[src/ksc_pkg.sv]
// ----------------------------------------------------------------------------
// Keyed slot cache package
// Shared widths, entry layout, status codes and scan result bundle.
// ----------------------------------------------------------------------------
package ksc_pkg;

    localparam int KEY_W       = 32;
    localparam int TIME_W      = 48;
    localparam int SIZE_W      = 4;
    localparam int COUNT_OUT_W = 4;
    localparam int IN_TDATA_W  = 88;
    localparam int OUT_TDATA_W = 40;

    localparam logic [SIZE_W-1:0] CACHE_SIZE_RST = 4'd3;

    // Result status codes
    typedef enum logic [1:0] {
        ST_CURRENT = 2'd0,
        ST_HIT     = 2'd1,
        ST_LOADED  = 2'd2,
        ST_FAILED  = 2'd3
    } t_status;

    // One cache entry as held in the memory
    typedef struct packed {
        logic [KEY_W-1:0]  key;
        logic [TIME_W-1:0] ld_time;
    } t_entry;

    // Summary of one pass over the cache
    typedef struct packed {
        logic              hit;
        logic [TIME_W-1:0] hit_time;
        logic              vic_found;
        logic [KEY_W-1:0]  vic_key;
    } t_scan_res;

endpackage

[src/ksc_store.sv]
// ----------------------------------------------------------------------------
// Keyed slot cache entry store
// One write port, one read port with registered read data.
// ----------------------------------------------------------------------------
module ksc_store
    import ksc_pkg::*;
#(
    parameter int CACHE_DEPTH = 8
) (
    input  logic                                  i_clk,
    input  logic                                  i_wr_en,
    input  logic [(CACHE_DEPTH>1 ? $clog2(CACHE_DEPTH) : 1)-1:0] i_wr_addr,
    input  t_entry                                i_wr_data,
    input  logic                                  i_rd_en,
    input  logic [(CACHE_DEPTH>1 ? $clog2(CACHE_DEPTH) : 1)-1:0] i_rd_addr,
    output t_entry                                o_rd_data
);

    t_entry r_mem [CACHE_DEPTH];
    t_entry r_rd_data;

    // Write entry
    always_ff @(posedge i_clk) begin
        if (i_wr_en) begin
            r_mem[i_wr_addr] <= i_wr_data;
        end
    end

    // Read entry; data comes out of a register in the next cycle
    always_ff @(posedge i_clk) begin
        if (i_rd_en) begin
            r_rd_data <= r_mem[i_rd_addr];
        end
    end

    assign o_rd_data = r_rd_data;

endmodule

[src/ksc_scan.sv]
// ----------------------------------------------------------------------------
// Keyed slot cache scanner
// Walks every slot once, finds the key match and the oldest other entry.
// ----------------------------------------------------------------------------
module ksc_scan
    import ksc_pkg::*;
#(
    parameter int CACHE_DEPTH = 8
) (
    input  logic                   i_clk,
    input  logic                   i_rst_n,
    input  logic                   i_start,
    input  logic [KEY_W-1:0]       i_key,
    input  logic [CACHE_DEPTH-1:0] i_valid,
    output logic                   o_rd_en,
    output logic [(CACHE_DEPTH>1 ? $clog2(CACHE_DEPTH) : 1)-1:0] o_rd_addr,
    input  t_entry                 i_rd_data,
    output logic                   o_done,
    output t_scan_res              o_res,
    output logic [(CACHE_DEPTH>1 ? $clog2(CACHE_DEPTH) : 1)-1:0] o_hit_idx,
    output logic [(CACHE_DEPTH>1 ? $clog2(CACHE_DEPTH) : 1)-1:0] o_vic_idx
);

    localparam int IDX_W = (CACHE_DEPTH > 1) ? $clog2(CACHE_DEPTH) : 1;
    localparam logic [IDX_W-1:0] LAST_IDX = IDX_W'(CACHE_DEPTH - 1);

    logic              r_busy;
    logic [IDX_W-1:0]  r_addr;
    logic              r_pend;
    logic [IDX_W-1:0]  r_pidx;
    logic              r_done;
    logic [KEY_W-1:0]  r_key;
    t_scan_res         r_res;
    logic [TIME_W-1:0] r_vic_time;
    logic [IDX_W-1:0]  r_hit_idx;
    logic [IDX_W-1:0]  r_vic_idx;

    logic slot_valid;
    logic slot_match;
    logic slot_older;

    // Compare the slot whose data just came back
    always_comb begin
        slot_valid = r_pend && i_valid[r_pidx];
        slot_match = slot_valid && (i_rd_data.key == r_key);
        slot_older = !r_res.vic_found
                     || (i_rd_data.ld_time < r_vic_time)
                     || ((i_rd_data.ld_time == r_vic_time) && (i_rd_data.key < r_res.vic_key));
    end

    // Issue reads and track hit and oldest entry
    always_ff @(posedge i_clk) begin
        if (!i_rst_n) begin
            r_busy          <= 1'b0;
            r_addr          <= '0;
            r_pend          <= 1'b0;
            r_pidx          <= '0;
            r_done          <= 1'b0;
            r_res.hit       <= 1'b0;
            r_res.vic_found <= 1'b0;
        end else begin
            r_done <= r_pend && (r_pidx == LAST_IDX);
            r_pend <= r_busy;
            r_pidx <= r_addr;
            if (i_start) begin
                r_busy          <= 1'b1;
                r_addr          <= '0;
                r_key           <= i_key;
                r_res.hit       <= 1'b0;
                r_res.vic_found <= 1'b0;
            end else begin
                if (r_busy) begin
                    if (r_addr == LAST_IDX) begin
                        r_busy <= 1'b0;
                    end else begin
                        r_addr <= r_addr + 1'b1;
                    end
                end
                if (slot_match) begin
                    // first match wins; keys are unique in the cache
                    if (!r_res.hit) begin
                        r_res.hit      <= 1'b1;
                        r_res.hit_time <= i_rd_data.ld_time;
                        r_hit_idx      <= r_pidx;
                    end
                end else if (slot_valid && slot_older) begin
                    r_res.vic_found <= 1'b1;
                    r_res.vic_key   <= i_rd_data.key;
                    r_vic_time      <= i_rd_data.ld_time;
                    r_vic_idx       <= r_pidx;
                end
            end
        end
    end

    assign o_rd_en   = r_busy;
    assign o_rd_addr = r_addr;
    assign o_done    = r_done;
    assign o_res     = r_res;
    assign o_hit_idx = r_hit_idx;
    assign o_vic_idx = r_vic_idx;

endmodule

[src/keyed_slot_cache_oldest_evict_unit.sv]
// ----------------------------------------------------------------------------
// Keyed slot cache with oldest-first eviction
// One current slot plus a fully associative cache held in a memory.
// ----------------------------------------------------------------------------
// Each accepted request scans every slot with one memory read per slot, then
//   commits its result; a key that is already current skips the scan. A new
//   request is taken only when idle, after the previous result is committed.
// Reset: control, valid bits, current slot cleared; cache_size returns to 3.
//   Memory contents are not cleared; only valid slots are ever used.
module keyed_slot_cache_oldest_evict_unit
    import ksc_pkg::*;
#(
    parameter int CACHE_DEPTH = 8
) (
    input  logic                   i_clk,
    input  logic                   i_rst_n,
    input  logic                   i_cfg_wr_en,
    input  logic [SIZE_W-1:0]      i_cfg_wr_data,   // cache_size
    input  logic                   s_axis_tvalid,
    output logic                   s_axis_tready,
    // [31:0] request_key, [79:32] now_time, [80] load_ok, [87:81] zero
    input  logic [IN_TDATA_W-1:0]  s_axis_tdata,
    output logic                   m_axis_tvalid,
    input  logic                   m_axis_tready,
    // [1:0] status, [2] discarded_valid, [34:3] discarded_key,
    // [38:35] cache_count, [39] is_loaded
    output logic [OUT_TDATA_W-1:0] m_axis_tdata
);

    localparam int IDX_W = (CACHE_DEPTH > 1) ? $clog2(CACHE_DEPTH) : 1;
    localparam int CNT_W = $clog2(CACHE_DEPTH + 1);
    localparam int CMP_W = (CNT_W > SIZE_W) ? CNT_W : SIZE_W;

    typedef enum logic [1:0] {
        S_IDLE,
        S_SCAN,
        S_COMMIT
    } t_state;

    t_state                  r_state;
    logic [SIZE_W-1:0]       r_cfg;
    logic [CACHE_DEPTH-1:0]  r_valid;
    logic [CNT_W-1:0]        r_count;
    logic [KEY_W-1:0]        r_cur_key;
    logic [TIME_W-1:0]       r_cur_time;
    logic                    r_cur_loaded;
    logic [KEY_W-1:0]        r_req_key;
    logic [TIME_W-1:0]       r_now;
    logic                    r_ok;
    logic                    r_same;
    logic                    r_out_valid;
    logic [OUT_TDATA_W-1:0]  r_out_data;

    logic [KEY_W-1:0]        in_key;
    logic                    accept;
    logic                    in_same;
    logic                    out_free;

    logic                    rd_en;
    logic [IDX_W-1:0]        rd_addr;
    t_entry                  rd_data;
    logic                    scan_done;
    t_scan_res               scan_res;
    logic [IDX_W-1:0]        hit_idx;
    logic [IDX_W-1:0]        vic_idx;

    logic [CMP_W-1:0]        eff_size;
    logic [CNT_W-1:0]        cnt_ah;
    logic [CACHE_DEPTH-1:0]  valid_ah;
    logic                    push;
    logic                    drop;
    logic                    evict;
    logic [CACHE_DEPTH-1:0]  valid_ev;
    logic [IDX_W-1:0]        free_idx;
    logic [CACHE_DEPTH-1:0]  n_valid;
    logic [CNT_W-1:0]        n_count;
    logic [CMP_W-1:0]        cnt_ext;
    logic                    commit;
    logic                    wr_en;
    t_entry                  wr_data;
    t_status                 n_status;
    logic                    n_disc_v;
    logic [KEY_W-1:0]        n_disc_k;
    logic [KEY_W-1:0]        n_cur_key;
    logic [TIME_W-1:0]       n_cur_time;
    logic                    n_cur_loaded;

    // Input handshake and already-current check
    assign in_key        = s_axis_tdata[31:0];
    assign s_axis_tready = (r_state == S_IDLE);
    assign accept        = s_axis_tvalid && s_axis_tready;
    assign in_same       = r_cur_loaded && (r_cur_key == in_key);
    assign out_free      = !r_out_valid || m_axis_tready;
    assign commit        = (r_state == S_COMMIT) && out_free;

    ksc_store #(
        .CACHE_DEPTH (CACHE_DEPTH)
    ) u_store (
        .i_clk     (i_clk),
        .i_wr_en   (wr_en),
        .i_wr_addr (free_idx),
        .i_wr_data (wr_data),
        .i_rd_en   (rd_en),
        .i_rd_addr (rd_addr),
        .o_rd_data (rd_data)
    );

    ksc_scan #(
        .CACHE_DEPTH (CACHE_DEPTH)
    ) u_scan (
        .i_clk     (i_clk),
        .i_rst_n   (i_rst_n),
        .i_start   (accept && !in_same),
        .i_key     (in_key),
        .i_valid   (r_valid),
        .o_rd_en   (rd_en),
        .o_rd_addr (rd_addr),
        .i_rd_data (rd_data),
        .o_done    (scan_done),
        .o_res     (scan_res),
        .o_hit_idx (hit_idx),
        .o_vic_idx (vic_idx)
    );

    // Work out the push of the old current entry
    always_comb begin
        eff_size = (CMP_W'(r_cfg) > CMP_W'(CACHE_DEPTH)) ? CMP_W'(CACHE_DEPTH)
                                                         : CMP_W'(r_cfg);
        valid_ah = r_valid;
        if (scan_res.hit) begin
            valid_ah[hit_idx] = 1'b0;
        end
        cnt_ah = r_count - CNT_W'(scan_res.hit);
        drop   = r_cur_loaded && (eff_size == '0);
        push   = r_cur_loaded && (eff_size != '0);
        evict  = push && scan_res.vic_found && (CMP_W'(cnt_ah) >= eff_size);
        valid_ev = valid_ah;
        if (evict) begin
            valid_ev[vic_idx] = 1'b0;
        end
        // lowest free slot
        free_idx = '0;
        for (int i = CACHE_DEPTH - 1; i >= 0; i--) begin
            if (!valid_ev[i]) begin
                free_idx = IDX_W'(i);
            end
        end
        n_valid = valid_ev;
        if (push) begin
            n_valid[free_idx] = 1'b1;
        end
        n_count = cnt_ah - CNT_W'(evict) + CNT_W'(push);
        wr_en   = commit && !r_same && push;
        wr_data = '{key: r_cur_key, ld_time: r_cur_time};
    end

    // Work out the new current slot and result fields
    always_comb begin
        n_disc_v     = 1'b0;
        n_disc_k     = '0;
        n_cur_key    = r_cur_key;
        n_cur_time   = r_cur_time;
        n_cur_loaded = r_cur_loaded;
        if (r_same) begin
            n_status = ST_CURRENT;
        end else begin
            if (scan_res.hit) begin
                n_status     = ST_HIT;
                n_cur_key    = r_req_key;
                n_cur_time   = scan_res.hit_time;
                n_cur_loaded = 1'b1;
            end else if (r_ok) begin
                n_status     = ST_LOADED;
                n_cur_key    = r_req_key;
                n_cur_time   = r_now;
                n_cur_loaded = 1'b1;
            end else begin
                n_status     = ST_FAILED;
                n_cur_key    = '0;
                n_cur_time   = '0;
                n_cur_loaded = 1'b0;
            end
            if (drop) begin
                n_disc_v = 1'b1;
                n_disc_k = r_cur_key;
            end else if (evict) begin
                n_disc_v = 1'b1;
                n_disc_k = scan_res.vic_key;
            end
        end
        cnt_ext = r_same ? CMP_W'(r_count) : CMP_W'(n_count);
    end

    // Hold state, current slot, cache bookkeeping and output word
    always_ff @(posedge i_clk) begin
        if (!i_rst_n) begin
            r_state      <= S_IDLE;
            r_cfg        <= CACHE_SIZE_RST;
            r_valid      <= '0;
            r_count      <= '0;
            r_cur_key    <= '0;
            r_cur_time   <= '0;
            r_cur_loaded <= 1'b0;
            r_out_valid  <= 1'b0;
        end else begin
            if (i_cfg_wr_en) begin
                r_cfg <= i_cfg_wr_data;
            end
            // Load a new word on commit, else drop the one taken downstream
            if (commit) begin
                r_out_valid <= 1'b1;
            end else if (r_out_valid && m_axis_tready) begin
                r_out_valid <= 1'b0;
            end
            unique case (r_state)
                S_IDLE: begin
                    if (accept) begin
                        r_req_key <= in_key;
                        r_now     <= s_axis_tdata[79:32];
                        r_ok      <= s_axis_tdata[80];
                        r_same    <= in_same;
                        r_state   <= in_same ? S_COMMIT : S_SCAN;
                    end
                end
                S_SCAN: begin
                    if (scan_done) begin
                        r_state <= S_COMMIT;
                    end
                end
                S_COMMIT: begin
                    if (out_free) begin
                        if (!r_same) begin
                            r_valid      <= n_valid;
                            r_count      <= n_count;
                            r_cur_key    <= n_cur_key;
                            r_cur_time   <= n_cur_time;
                            r_cur_loaded <= n_cur_loaded;
                        end
                        r_out_data  <= {n_cur_loaded, cnt_ext[COUNT_OUT_W-1:0],
                                        n_disc_k, n_disc_v, n_status};
                        r_state     <= S_IDLE;
                    end
                end
                default: begin
                    r_state <= S_IDLE;
                end
            endcase
        end
    end

    assign m_axis_tvalid = r_out_valid;
    assign m_axis_tdata  = r_out_data;

endmodule

[config.mk]
export PLATFORM = sky130hd
export DESIGN_NAME = keyed_slot_cache_oldest_evict_unit
export DESIGN_NICKNAME = d
export VERILOG_FILES = /design/src/ksc_pkg.sv /design/src/ksc_store.sv /design/src/ksc_scan.sv /design/src/keyed_slot_cache_oldest_evict_unit.sv
export SDC_FILE = /design/constraint.sdc
export NUM_CORES = 1
export LEC_CHECK = 0
export BUFFER_PORTS_ARGS = -buffer_cell sky130_fd_sc_hd__buf_4
export CAP_MARGIN = 20
export CORE_MARGIN = 2
export CORE_UTILIZATION = 65
export DETAILED_ROUTE_END_ITERATION = 10
export PLACE_DENSITY_LB_ADDON = 0.25
export SETUP_SLACK_MARGIN = 0.15
export SLEW_MARGIN = 20
export SYNTH_ARGS = -nofsm -noshare
export SYNTH_HDL_FRONTEND = slang
export SYNTH_SLANG_ARGS = --single-unit
[constraint.sdc]
create_clock -name i_clk -period 13.8 [get_ports i_clk]
set_input_delay 2.07 -clock i_clk [delete_from_list [all_inputs] [get_ports i_clk]]
set_output_delay 2.07 -clock i_clk [all_outputs]
set_load 0.01 [all_outputs]
==> flow_metrics.env, run 1 <==
export IMPL_portBuffers=131
export IMPL_cts_repair_resized=0
export IMPL_first_iter_violations=2438
export IMPL_clkTransAtPathRegs_ns=0.06
export IMPL_syn_area_um2=43100
export IMPL_synth_top_family_by_area="multiplexers"
export IMPL_critical_path_buf_inv_count=4
export IMPL_num_vias=22423
export IMPL_syn_to_final_growth_pct=12.8
export IMPL_instances_no_fill=3411
export IMPL_grt_pass1_vias=23535
export IMPL_synth_simple_gate_area_share_pct=3.89
export IMPL_dp_hpwl_mm=51.0
export IMPL_drcViolationCount=0
export IMPL_cp_common_cell="ha_1"
export IMPL_grt_max_degree=81
export IMPL_path_max_fanout=80
export IMPL_path_delay_family="compound AO/OA/AOI/OAI gates"
export IMPL_cp_required_ns=14.08
export IMPL_finalSetupTns_ns=0
export IMPL_leakagePower_nw=16.8
export IMPL_slowest_delay_ns=0.84
export IMPL_hold_viol_final=0
export IMPL_routabilityCongestion=0.928
export IMPL_crit_path_cell_trace="inv_1, ha_1, ha_1, inv_1, ha_1, a2111oi_4, or3_4, inv_4, a311o_1, a311oi_4, o21ai_0, inv_6"
export IMPL_synthFlopType="edfxtp_1"
export IMPL_multiInputGateArea_um2=9940
export IMPL_setup_violations=0
export IMPL_cp_slowest_cell="inv_6"
export IMPL_clk_latency_ns=0.67
export IMPL_synthXorXnorAreaFrac_pct=1.42
export IMPL_hold_buffers=0
export IMPL_vdd_ir_drop_max_uv=99.4
export IMPL_drive_gt1_share_pct=23.3
export IMPL_numCtsBuffers=105
export IMPL_die_area_um2=68400
export IMPL_finalCritPeriodShare_pct=35.7
export IMPL_dp_cells=3210
export IMPL_postRouteAntennaNets=0
export IMPL_chipHeight_um=262
export IMPL_async_flop_share_pct=0
export IMPL_wl_mm=96.1
export IMPL_fin_ws_ns=8.87
export IMPL_skew_ns=0.0189
export IMPL_status="complete, no violations"
export IMPL_synth_seq_cells=1119
export IMPL_synth_net_count=2472
export IMPL_synth_fa_ha_area_share_pct=2.69
export IMPL_grt_overflow=0
export IMPL_die_x_um=262
export IMPL_hp_class="reg -> reg"
export IMPL_yosys_warnings=0
export IMPL_cts_tree="yes"
export IMPL_n_fill_cell=3605
export IMPL_htreeDepth=3
export IMPL_yosys_area_top_type="edfxtp_1"
export IMPL_end_kind="flip-flop"
export IMPL_maxCapViolations=0
export IMPL_worstMarginPinSlew_ns=1.15
export IMPL_clock_sinks=1119
export IMPL_antenna_found_initial=2
export IMPL_yosysTopAreaCellShare_pct=70.2
export IMPL_synth_edf_count=1008
export IMPL_slew_violations=0
export IMPL_fmax_mhz=203
export IMPL_track_usage_pct=28.7
export IMPL_max_slew_margin_pct=21.1
export IMPL_arrival_ns=5.21
export IMPL_core_area_um2=65700
export IMPL_synthTopCellsByArea="edfxtp_1 (70%), mux4_2 (8.5%), dfxtp_1 (5.2%), ha_1 (2.6%), mux2_2 (2.2%)"
export IMPL_dr_pass1_iters=7
export IMPL_place_ws_ns=8.35
export IMPL_synth_compound_area_share_pct=4.08
export IMPL_initial_core_util_pct=65.6
export IMPL_yosysSeqAreaShare_pct=75.3
export IMPL_routedWlPerCell_um=28.2
export IMPL_synthMuxAreaShare_pct=10.8
export IMPL_synth_distinct_cells=63
export IMPL_root_buffer="clkbuf_16"
export IMPL_placed_area_um2=45200
export IMPL_fin_nets=2643
export IMPL_rsz0062_at_grt="false"
export IMPL_p_per_area_nw_per_um2=140
export IMPL_post_cts_buffers=0
export IMPL_grt_pass1_wl_mm=143
export IMPL_clock_path_buffers=3
export IMPL_regArea_um2=32500
export IMPL_worst_setup_path_type="reg -> reg"
export IMPL_fin_crit_ns=4.93
export IMPL_pin_count=139
export IMPL_synth_area_per_cell_um2=18.9
export IMPL_synth_cells=2283
export IMPL_rows=94
export IMPL_startpoint_type="flip-flop"
export IMPL_final_cell_area_um2=48600
export IMPL_vias_per_cell=6.57
-- layer usage --
| layer | wire [µm] | vias up | global-route usage, % |
|---|---|---|---|
| li1 | - | 9459 | - |
| met1 | 37300 | 11592 | 39.9 |
| met2 | 48200 | 1170 | 47.1 |
| met3 | 7900 | 202 | 4.74 |
| met4 | 2720 | 0 | 9.53 |
| met5 | 0 | - | 0 |
-- worst register-to-register path, cell delays in order, from the launching register on --
cell and delay (ns):
dfxtp_1 0.32, inv_1 0.06, ha_1 0.22, ha_1 0.36
inv_1 0.09, ha_1 0.32, a2111oi_4 0.54, or3_4 0.26
inv_4 0.19, a311o_1 0.46, a311oi_4 0.47, o21ai_0 0.34
inv_6 0.84
-- layout by cell type, fill, tap and decap left out, types with 33 or more instances in the layout --
master     instances
dfxtp_1          106
buf_4            163
xor2_1            33
mux4_2           162
inv_1             98
clkbuf_16        106
edfxtp_1        1008
mux2_2            84
nor2_1           111
a221oi_1          48
ha_1              91
nor3b_1           49
xnor2_1           37
-- cells by family (layout without fill, tap and decap cells) --
logic type / count (synthesis) / after routing
flops: 1119 / 1119
simple gates: 314 / 314
mux: 253 / 253
compound gates: 232 / 232
buf+inv: 203 / 466
fa+ha+maj: 92 / 92
xor+xnor: 70 / 70
other cells: 0 / 1
-- final timing paths --
kind,from,slack (ns),cells past startpoint,endpoint
max,r_count[0]$_SDFFE_PN0P_,8.87,12,u_store.r_mem[5][33]$_DFFE_PP_
min,u_scan.r_pend$_SDFF_PN0_,0.45,2,u_scan.o_done$_SDFF_PN0_
max reg2reg,r_count[0]$_SDFFE_PN0P_,8.87,12,u_store.r_mem[5][33]$_DFFE_PP_
min reg2reg,u_scan.r_pend$_SDFF_PN0_,0.45,2,u_scan.o_done$_SDFF_PN0_
-- where the power goes --
part,internal (W),switching (W)
Clock,0.00166,0.00123
Sequential,0.00369,0.0000380
Combinational,0.0000763,0.0000964
-- final cells by class --
| class | count | share of cell area [%] |
|---|---|---|
| multi-input cells | 961 | 20.4 |
| diodes | 1 | 0.00514 |
| flip-flops and latches | 1119 | 66.8 |
| inverters | 103 | 0.841 |
| clock inverters | 52 | 1.15 |
| repair buffers | 164 | 2.56 |
| clock buffers | 147 | 5.95 |
| well taps | 864 | 2.22 |
-- cells in the mapped netlist, types with 4 or more instances --
cell type / n
a211oi_1: 8
a21boi_0: 9
a21o_1: 11
a21oi_1: 30
a221oi_1: 48
a22o_1: 29
a22oi_1: 32
and2_1: 8
and3_1: 4
buf_1: 9
clkbuf_1: 91
dfxtp_1: 111
edfxtp_1: 1008
ha_1: 91
inv_1: 102
mux2_2: 84
mux2i_1: 7
mux4_2: 162
nand2_1: 29
nand2b_1: 5
nand3_1: 17
nand3b_1: 4
nand4_1: 27
nor2_1: 111
nor2b_1: 10
nor3_1: 17
nor3b_1: 50
nor4_1: 15
o21a_1: 8
o21ai_0: 24
o21bai_1: 4
or3_1: 4
or4_1: 4
xnor2_1: 37
xor2_1: 33
-- registers in the layout, summed over array words and instances, names as in the netlist, 2 cells and up --
| name | count |
|---|---|
| u_store.o_rd_data | 80 |
| r_cur_key | 32 |
| u_scan.o_rd_addr | 3 |
| u_scan.r_pidx | 3 |
| u_scan.r_key | 32 |
| u_scan.o_vic_idx | 3 |
| u_store.r_mem | 640 |
| r_req_key | 32 |
| r_state | 2 |
| u_scan.r_vic_time | 48 |
| u_scan.o_hit_idx | 3 |
| m_axis_tdata | 40 |
| u_scan.o_res | 82 |
| r_valid | 8 |
| r_count | 4 |
| r_cfg | 4 |
| r_cur_time | 48 |
| r_now | 48 |
-- through the flow --
step                hold WS (ns)  util [%]  total power [W]
CTS                        0.454      74.0          0.00682
detailed placement         0.441      68.7          0.00397
finish                     0.448      74.0          0.00679
global placement           0.433      68.7          0.00397
floorplan                  0.410         -          0.00389
global route               0.473      74.0          0.00695
Power figures use the tool's default switching activity.
==> run 2: changes to the inputs <==
Settings changed: CORE_UTILIZATION 65 to 56.
Clock period 13.8 ns to 4.5 ns, I/O delays scaled along.
==> flow_metrics.env, run 2 (same netlist as run 1, synthesis figures left out) <==
export IMPL_dp_cells=3404
export IMPL_end_kind="flip-flop"
export IMPL_top_register="u_store.r_mem"
export IMPL_first_iter_violations=2327
export IMPL_p_per_area_nw_per_um2=427
export IMPL_cp_required_ns=4.82
export IMPL_wl_mm=97.1
export IMPL_n_fill_cell=5028
export IMPL_largest_reg_flops=640
export IMPL_finalSetupTns_ns=0
export IMPL_grt_overflow=0
export IMPL_clock_path_buffers=3
export IMPL_rows=101
export IMPL_min_delay_start="s_axis_tdata[69]"
export IMPL_initial_core_util_pct=56.7
export IMPL_path_max_fanout=55
export IMPL_finalCritPeriodShare_pct=92.3
export IMPL_clkTransAtPathRegs_ns=0.06
export IMPL_hold_buffers=0
export IMPL_max_slew_margin_pct=24.8
export IMPL_routabilityCongestion=0.837
export IMPL_routedWlPerCell_um=26.8
export IMPL_root_buffer="clkbuf_16"
export IMPL_dp_hpwl_mm=55.9
export IMPL_numCtsBuffers=109
export IMPL_die_area_um2=79300
export IMPL_arrival_ns=4.47
export IMPL_num_vias=22256
export IMPL_grt_pass1_vias=22878
export IMPL_antenna_cells=0
export IMPL_clock_sinks=1119
export IMPL_antenna_found_initial=0
export IMPL_clk_latency_ns=0.69
export IMPL_worst_r2r_startpoint="r_count[0]$_SDFFE_PN0P_"
export IMPL_grt_max_degree=121
export IMPL_hp_class="in -> reg"
export IMPL_leakagePower_nw=17.1
export IMPL_skew_ns=0.0394
export IMPL_die_x_um=282
export IMPL_worstMarginPinSlew_ns=1.13
export IMPL_vias_per_cell=6.15
export IMPL_portBuffers=131
export IMPL_hold_depth=1
export IMPL_rr_worst_depth=11
export IMPL_fin_crit_ns=4.15
export IMPL_track_usage_pct=24.9
export IMPL_regArea_um2=32500
export IMPL_utilization_pct=65.6
export IMPL_r2r_slack_ns=0.35
export IMPL_fmax_mhz=241
export IMPL_maxCapViolations=0
export IMPL_syn_to_final_growth_pct=15.7
export IMPL_drcViolationCount=0
export IMPL_final_common_cell="edfxtp_1"
export IMPL_multiInputGateArea_um2=10100
export IMPL_min_to="r_now[37]$_DFFE_PP_"
export IMPL_rsz0062_at_grt="false"
export IMPL_hold_ws_ns=0.169
export IMPL_pin_count=139
export IMPL_slew_violations=0
export IMPL_cts_tree="yes"
export IMPL_drive_gt1_share_pct=25.7
export IMPL_startpoint_type="flip-flop"
export IMPL_worst_setup_path_type="reg -> reg"
export IMPL_postRouteAntennaNets=0
export IMPL_fin_nets=2681
export IMPL_dr_pass1_iters=5
export IMPL_final_cell_mix="edfxtp_1 (1008), buf_4 (169), mux4_2 (162)"
export IMPL_chipHeight_um=282
export IMPL_vdd_ir_drop_max_uv=356
export IMPL_hold_viol_final=0
export IMPL_r2r_end="u_store.r_mem[2][25]$_DFFE_PP_"
export IMPL_htreeDepth=3
export IMPL_setup_violations=0
export IMPL_core_area_um2=76100
export IMPL_status="complete, no violations"
export IMPL_instances_no_fill=3618
export IMPL_grt_pass1_wl_mm=145
## run 2: layout make-up
type / count / share of cell area, %
Multi-Input combinational cell: 961 / 20.3
Sequential cell: 1119 / 65.2
Timing Repair Buffer: 198 / 3.70
Clock inverter: 62 / 1.53
Clock buffer: 145 / 5.94
Tap cell: 1030 / 2.58
Inverter: 103 / 0.810
## run 2: critical path, cell delays in order (launching register included)
cell       delay (ns)
dfxtp_1          0.31
inv_1            0.08
ha_2             0.29
ha_1             0.29
nand2b_4         0.15
a2111oi_4        0.53
buf_4            0.21
nor4_1           0.06
o211ai_1         0.29
a311oi_4         0.24
nor3_4           0.85
buf_12           0.44
## run 2: timing repair
item	4_1_cts	5_1_grt
setup buffers	3	3
setup endpoints to repair	74	304
resized for setup	0	2
gates cloned	0	0
pin swaps	0	2
## run 2: layer usage
metal / share of wire [%] / up-vias / track usage [%]
met4: 2.2 / 0 / 7.01
met1: 41 / 11677 / 35.0
met2: 50 / 882 / 41.4
met5: 0 / - / 0
met3: 6.4 / 151 / 3.24
li1: - / 9546 / -
## run 2: how the worst max path moves through the flow
stage                            startpoint                             end  slack, ns  depth (start not counted)
floorplan           r_count[0]$_SDFFE_PN0P_   u_store.r_mem[4][0]$_DFFE_PP_      -0.28                         11
global placement    r_count[0]$_SDFFE_PN0P_  u_store.r_mem[5][28]$_DFFE_PP_       0.17                         13
detailed placement  r_count[0]$_SDFFE_PN0P_  u_store.r_mem[5][25]$_DFFE_PP_       0.13                         13
CTS                 r_count[0]$_SDFFE_PN0P_   u_store.r_mem[3][3]$_DFFE_PP_       0.26                         13
global route        r_count[0]$_SDFFE_PN0P_  u_store.r_mem[5][24]$_DFFE_PP_       0.17                         14
finish              r_count[0]$_SDFFE_PN0P_  u_store.r_mem[2][25]$_DFFE_PP_       0.35                         11
## run 2: report_power, final
part | internal (W) | switching [W] | total, W
sequential | 0.0113 | 0.000109 | 0.0114
clock | 0.00538 | 0.00395 | 0.00932
combinational | 0.000246 | 0.000310 | 0.000556
## run 2: stage by stage
step / worst slack, ns / instance area (µm²) / total power [W]
CTS: 0.261 / 49800 / 0.0214
global route: 0.168 / 49900 / 0.0219
finish: 0.347 / 49900 / 0.0213
floorplan: -0.277 / 43300 / 0.0119
global placement: 0.169 / 46100 / 0.0122
detailed placement: 0.130 / 46100 / 0.0122
